`src/dsrm_pkg.sv`:
```
// Shared types and constants for the dynamic sequence range-minimum unit.
// Used by dsrm_cell, dsrm_min_tree and dynamic_sequence_range_min_unit.
`default_nettype none

package dsrm_pkg;

    localparam int IDX_W = 11;
    localparam int VAL_W = 32;
    localparam int KEY_W = VAL_W + 1;

    localparam logic [VAL_W-1:0] SIGN_BIT  = {1'b1, {(VAL_W-1){1'b0}}};
    localparam logic [VAL_W-1:0] EMPTY_MIN = VAL_W'(32'h4000_0000);

    // Sort key: {empty, value with sign bit flipped}; compares as unsigned.
    typedef logic [KEY_W-1:0] key_t;
    localparam key_t KEY_EMPTY = {KEY_W{1'b1}};

    typedef enum logic [1:0] {
        OP_INSERT = 2'd0,
        OP_ERASE  = 2'd1,
        OP_SET    = 2'd2,
        OP_QUERY  = 2'd3
    } op_t;

    typedef enum logic [1:0] {
        STS_DONE       = 2'd0,
        STS_FULL       = 2'd1,
        STS_ERASE_PAST = 2'd2
    } status_t;

    typedef enum logic [2:0] {
        CMD_NONE,
        CMD_INSERT,
        CMD_ERASE,
        CMD_SET,
        CMD_QUERY
    } cmd_kind_t;

    typedef struct packed {
        cmd_kind_t         kind;
        logic [IDX_W-1:0]  pos;      // target position, or query start
        logic [IDX_W-1:0]  end_pos;  // clipped exclusive query end
        logic [VAL_W-1:0]  value;
    } cmd_t;

    typedef enum logic [1:0] {
        ST_IDLE,
        ST_EXEC,
        ST_TREE,
        ST_EMIT
    } state_t;

    function automatic key_t key_min(input key_t a, input key_t b);
        return (a < b) ? a : b;
    endfunction

endpackage

`default_nettype wire

```
`src/dsrm_cell.sv`:
```
// One storage cell of the sequence: holds one element, shifts with its
// neighbors on insert/erase, and offers a range-masked key to the min tree.
// Depends on dsrm_pkg.
`default_nettype none

module dsrm_cell #(
    parameter int POS_W = 11,
    parameter int POS   = 0
) (
    input  wire logic                      clk,
    input  wire dsrm_pkg::cmd_t            cmd,
    input  wire logic [dsrm_pkg::VAL_W-1:0] left_val,
    input  wire logic [dsrm_pkg::VAL_W-1:0] right_val,
    output logic      [dsrm_pkg::VAL_W-1:0] val,
    output dsrm_pkg::key_t                 cand
);

    localparam logic [POS_W-1:0] MY_POS = POS_W'(POS);

    logic [dsrm_pkg::VAL_W-1:0] val_reg, val_next;
    dsrm_pkg::key_t             cand_reg, cand_next;
    logic [POS_W-1:0]           pos_ext, end_ext;
    logic                       in_range;

    assign pos_ext = POS_W'(cmd.pos);
    assign end_ext = POS_W'(cmd.end_pos);

    always_comb
    begin
        val_next = val_reg;
        unique case (cmd.kind)
            dsrm_pkg::CMD_INSERT:
            begin
                if (MY_POS > pos_ext)
                    val_next = left_val;
                else if (MY_POS == pos_ext)
                    val_next = cmd.value;
            end
            dsrm_pkg::CMD_ERASE:
            begin
                if (MY_POS >= pos_ext)
                    val_next = right_val;
            end
            dsrm_pkg::CMD_SET:
            begin
                if (MY_POS == pos_ext)
                    val_next = cmd.value;
            end
            default:
            begin
                val_next = val_reg;
            end
        endcase
    end

    assign in_range  = (MY_POS >= pos_ext) && (MY_POS < end_ext);
    assign cand_next = in_range ? {1'b0, val_reg ^ dsrm_pkg::SIGN_BIT} : dsrm_pkg::KEY_EMPTY;

    always_ff @(posedge clk)
    begin
        val_reg  <= val_next;
        cand_reg <= cand_next;
    end

    assign val  = val_reg;
    assign cand = cand_reg;

endmodule

`default_nettype wire

```
`config.mk`:
```
export PLATFORM = sky130hd
export DESIGN_NAME = dsrm_cell
export DESIGN_NICKNAME = d
export VERILOG_FILES = /design/src/dsrm_pkg.sv /design/src/dsrm_cell.sv
export SDC_FILE = /design/constraint.sdc
export NUM_CORES = 1
export LEC_CHECK = 0
export BUFFER_PORTS_ARGS = -buffer_cell sky130_fd_sc_hd__buf_2
export CAP_MARGIN = 40
export CORE_UTILIZATION = 44
export CTS_BUF_LIST = sky130_fd_sc_hd__clkbuf_8
export DETAILED_ROUTE_END_ITERATION = 7
export PLACE_DENSITY = 0.92
export SYNTH_ARGS = -nofsm -noshare
export SYNTH_HDL_FRONTEND = slang
export SYNTH_SLANG_ARGS = --single-unit
```
`constraint.sdc`:
```
create_clock -name clk -period 3.9 [get_ports clk]
set_input_delay 0.585 -clock clk [delete_from_list [all_inputs] [get_ports clk]]
set_output_delay 0.585 -clock clk [all_outputs]
set_load 0.005 [all_outputs]
```
==> impl_results.md <==
* Status: finished clean
* Post-CTS setup buffer count at 0
* Crit Path Max Fanout at 25
* Avg Cell Area, Syn at 10.71 um^2
* First-pass iteration count of the detailed router at 4
* Setup violators final at 0
* Root Buffer: clkbuf_8
* Async SR Flop Fraction at 0%
* Core area at between 6000 and 7000 um^2
* Leak at 1.557 nW
* Post-CTS Resized at 0
* Worst path cell trace: buf_2, or4_1, nor3_4, buf_4, nand3b_1
* # IOs at 187
* Vias in the first global route at 2817
* Seq/Total Area, Yosys at 55.24%
* Htree depth at 3
* Clk slew on worst S/H paths at 0.07 ns
* Fillers at 552
* Drt total wl at 8.569 mm
* Worst setup SP type: input port
* Synthesized Nets at 396
* RSZ-0062 raised after global routing: no
* Required @ worst endpoint at between 4 and 5 ns
* Worst min path class: reg2reg
* Kind of critical path: in2reg
* Post-Layout Cell Count at 496
* Worst Hold Depth at 1
* Die X-Extent at 83.68 um
* Clock share of power at a little under two fifths
* Routed wire length per instance at around 17 um
* Post-detailed-route via-to-cell ratio at a little under 6
* Global Route Usage Sum at 24.71%
* Crit path DAT at approximately 2.6 ns
* Largest net degree at the start of global routing at 37
* Final Critical Period at 2.372 ns
* Gpl congestion at 0.8108
* Die area at 7002 um^2
* CP Depth at 5
* Most used DFF post-synth: dfxtp_1
* Cell total after placement at 480
* Seq pwr share at roughly half
* Combinational power share at under 10%
* CTS Buf Count at 9
* Number of DRC markers in iteration 0 at between 100 and 150
* Worst path max stage delay at 0.88 ns
* Clock sinks at 65
* Pwr dens at 364.4 nW/um^2
* Post-DP HPWL at 5.828 mm
* Worst-Margin Slew at between 0.7 and 0.8 ns
* Fin Setup TNS at 0 ns
* Internal power at 1.109 mW
* Max-slew violations at 0
* # rows at 29
* Fin crit share at about 61%
* Clock Skew at around 0.009 ns
* Die height at ~84 um
* Vias post-DR at 2908
* Worst reg-to-reg path cell count at 2
* Commonest cells in the synthesized netlist: 33 x dfxtp_1, 33 x nor2_1
* Worst path top cell family by delay: simple AND/OR/NAND/NOR gates
* Psw at 0.3307 mW
* Hold_ws at 0.4883 ns
* Cell variety after synth at 22
* Clock Tree Buf Depth at 2
* Hold buffer count at CTS at 0
* Worst-Skew Late Latency at 0.33 ns
* CTS tree: yes
* Final net count at 536
* Buffers added on ports at 154
* Initial Util at 45.96%
* Share of layout cells above drive strength 1 at 45.82%
* Number of warnings issued by yosys at 0
* Syn Inst Count at 274
* Switch share at between 20% and 30%
* Synth area leader: edfxtp_1
* VDD IR-drop max at 0.2174 mV
* Syn-to-layout area delta at 34.57%
* Yosys top cell area share at 32.74%
* DRC at 0
* FF+latch count, synth at 65
* Diode count at 0
* Number of flip-flops in the largest register at 33
* Initial antenna violation count at 0
* Number of maximum-capacitance violations at 0
* Synth area leaders: edfxtp_1 33%, dfxtp_1 23%, o31ai_1 8.2%
* Final hold vios at 0
* Slew HR at between 50% and 60%
* Post-synth EDFFs at 32
* Max Freq at 421.6 MHz
* Global-route wire length before repair at 13.58 mm
* WP buf/inv at 2
* Post-Syn Area at a little under 3000 um^2
* Post-layout util at about three fifths
* Antenna-violating nets left at 0
* Critical path's slowest cell: or4_1
* Grt ovf at 0
* Setup crit end kind: register
-- worst reg2reg max path, stage by stage, from the launching register on --
cell and delay (ns):
edfxtp_1 0.44, o31ai_1 0.10, a31oi_1 0.12
-- area by class of cell --
type / count / area, um^2 / area share [%]
sequential: 65 / 1622 / 41.05
multi-input combinational: 175 / 1165 / 29.49
tap: 77 / 96.34 / 2.439
clock buffer: 10 / 137.6 / 3.484
timing repair buffer: 163 / 878.3 / 22.24
clock inverter: 6 / 51.30 / 1.299
-- layer usage --
layer  track usage, %  share of wire, %  vias to the layer above
met5                0                 0                        -
met4            9.553               1.5                        0
met3            5.045               6.7                       16
met2            42.87                52                      146
met1            30.09                40                     1390
li1                 -                 -                     1356
-- layout by cell type, fill, tap and decap left out, types with 2 or more instances in the layout --
cell and count:
buf_2 154, edfxtp_1 32, nand3b_1 23, a31oi_1 32, o31ai_1 32, buf_16 2, nor4_1 2, nand3b_2 8
clkinv_2 2, dfxtp_1 33, clkbuf_8 10, nand4_1 32, nor4_2 2, buf_4 7, inv_1 3, nor2_1 32
-- path summary, 6_finish.rpt --
| kind | start | end | slack [ns] |
|---|---|---|---|
| hold reg to reg | val[5]$_DFFE_PP_ | cand[5]$_SDFF_PN1_ | 0.49 |
| setup reg to reg | val[30]$_DFFE_PP_ | val[30]$_DFFE_PP_ | 2.96 |
| setup / recovery | cmd[48] | cand[21]$_SDFF_PN1_ | 1.53 |
| hold / removal | val[5]$_DFFE_PP_ | cand[5]$_SDFF_PN1_ | 0.49 |
-- kinds of logic after synthesis --
kind of cell / after synthesis / synth area share (%)
DFF: 65 / 55.24
buffers and inverters: 34 / 5.925
AOI/OAI and AO/OA: 65 / 15.30
and+or+nand+nor: 110 / 23.53
-- power groups by stage --
| stage | clock [mW] | combinational [mW] | sequential [mW] |
|---|---|---|---|
| 6_report | 0.550 | 0.142 | 0.748 |
| 5_1_grt | 0.583 | 0.154 | 0.749 |
| 4_1_cts | 0.558 | 0.141 | 0.748 |
| 3_5_place_dp | 0 | 0.140 | 0.763 |
| 3_3_place_gp | 0 | 0.130 | 0.762 |
| 2_1_floorplan | 0 | 0.0578 | 0.762 |
-- through the flow --
stage / area [um^2] / setup slack [ns] / power [mW]
after floorplan: 2935 / 0.5763 / 0.8195
after global placement: 3706 / 1.178 / 0.8920
after detailed placement: 3761 / 1.186 / 0.9032
after CTS: 3950 / 1.541 / 1.447
after global routing: 3950 / 1.392 / 1.487
final: 3950 / 1.528 / 1.439
Note: power is estimated with default switching activity, not from simulation.
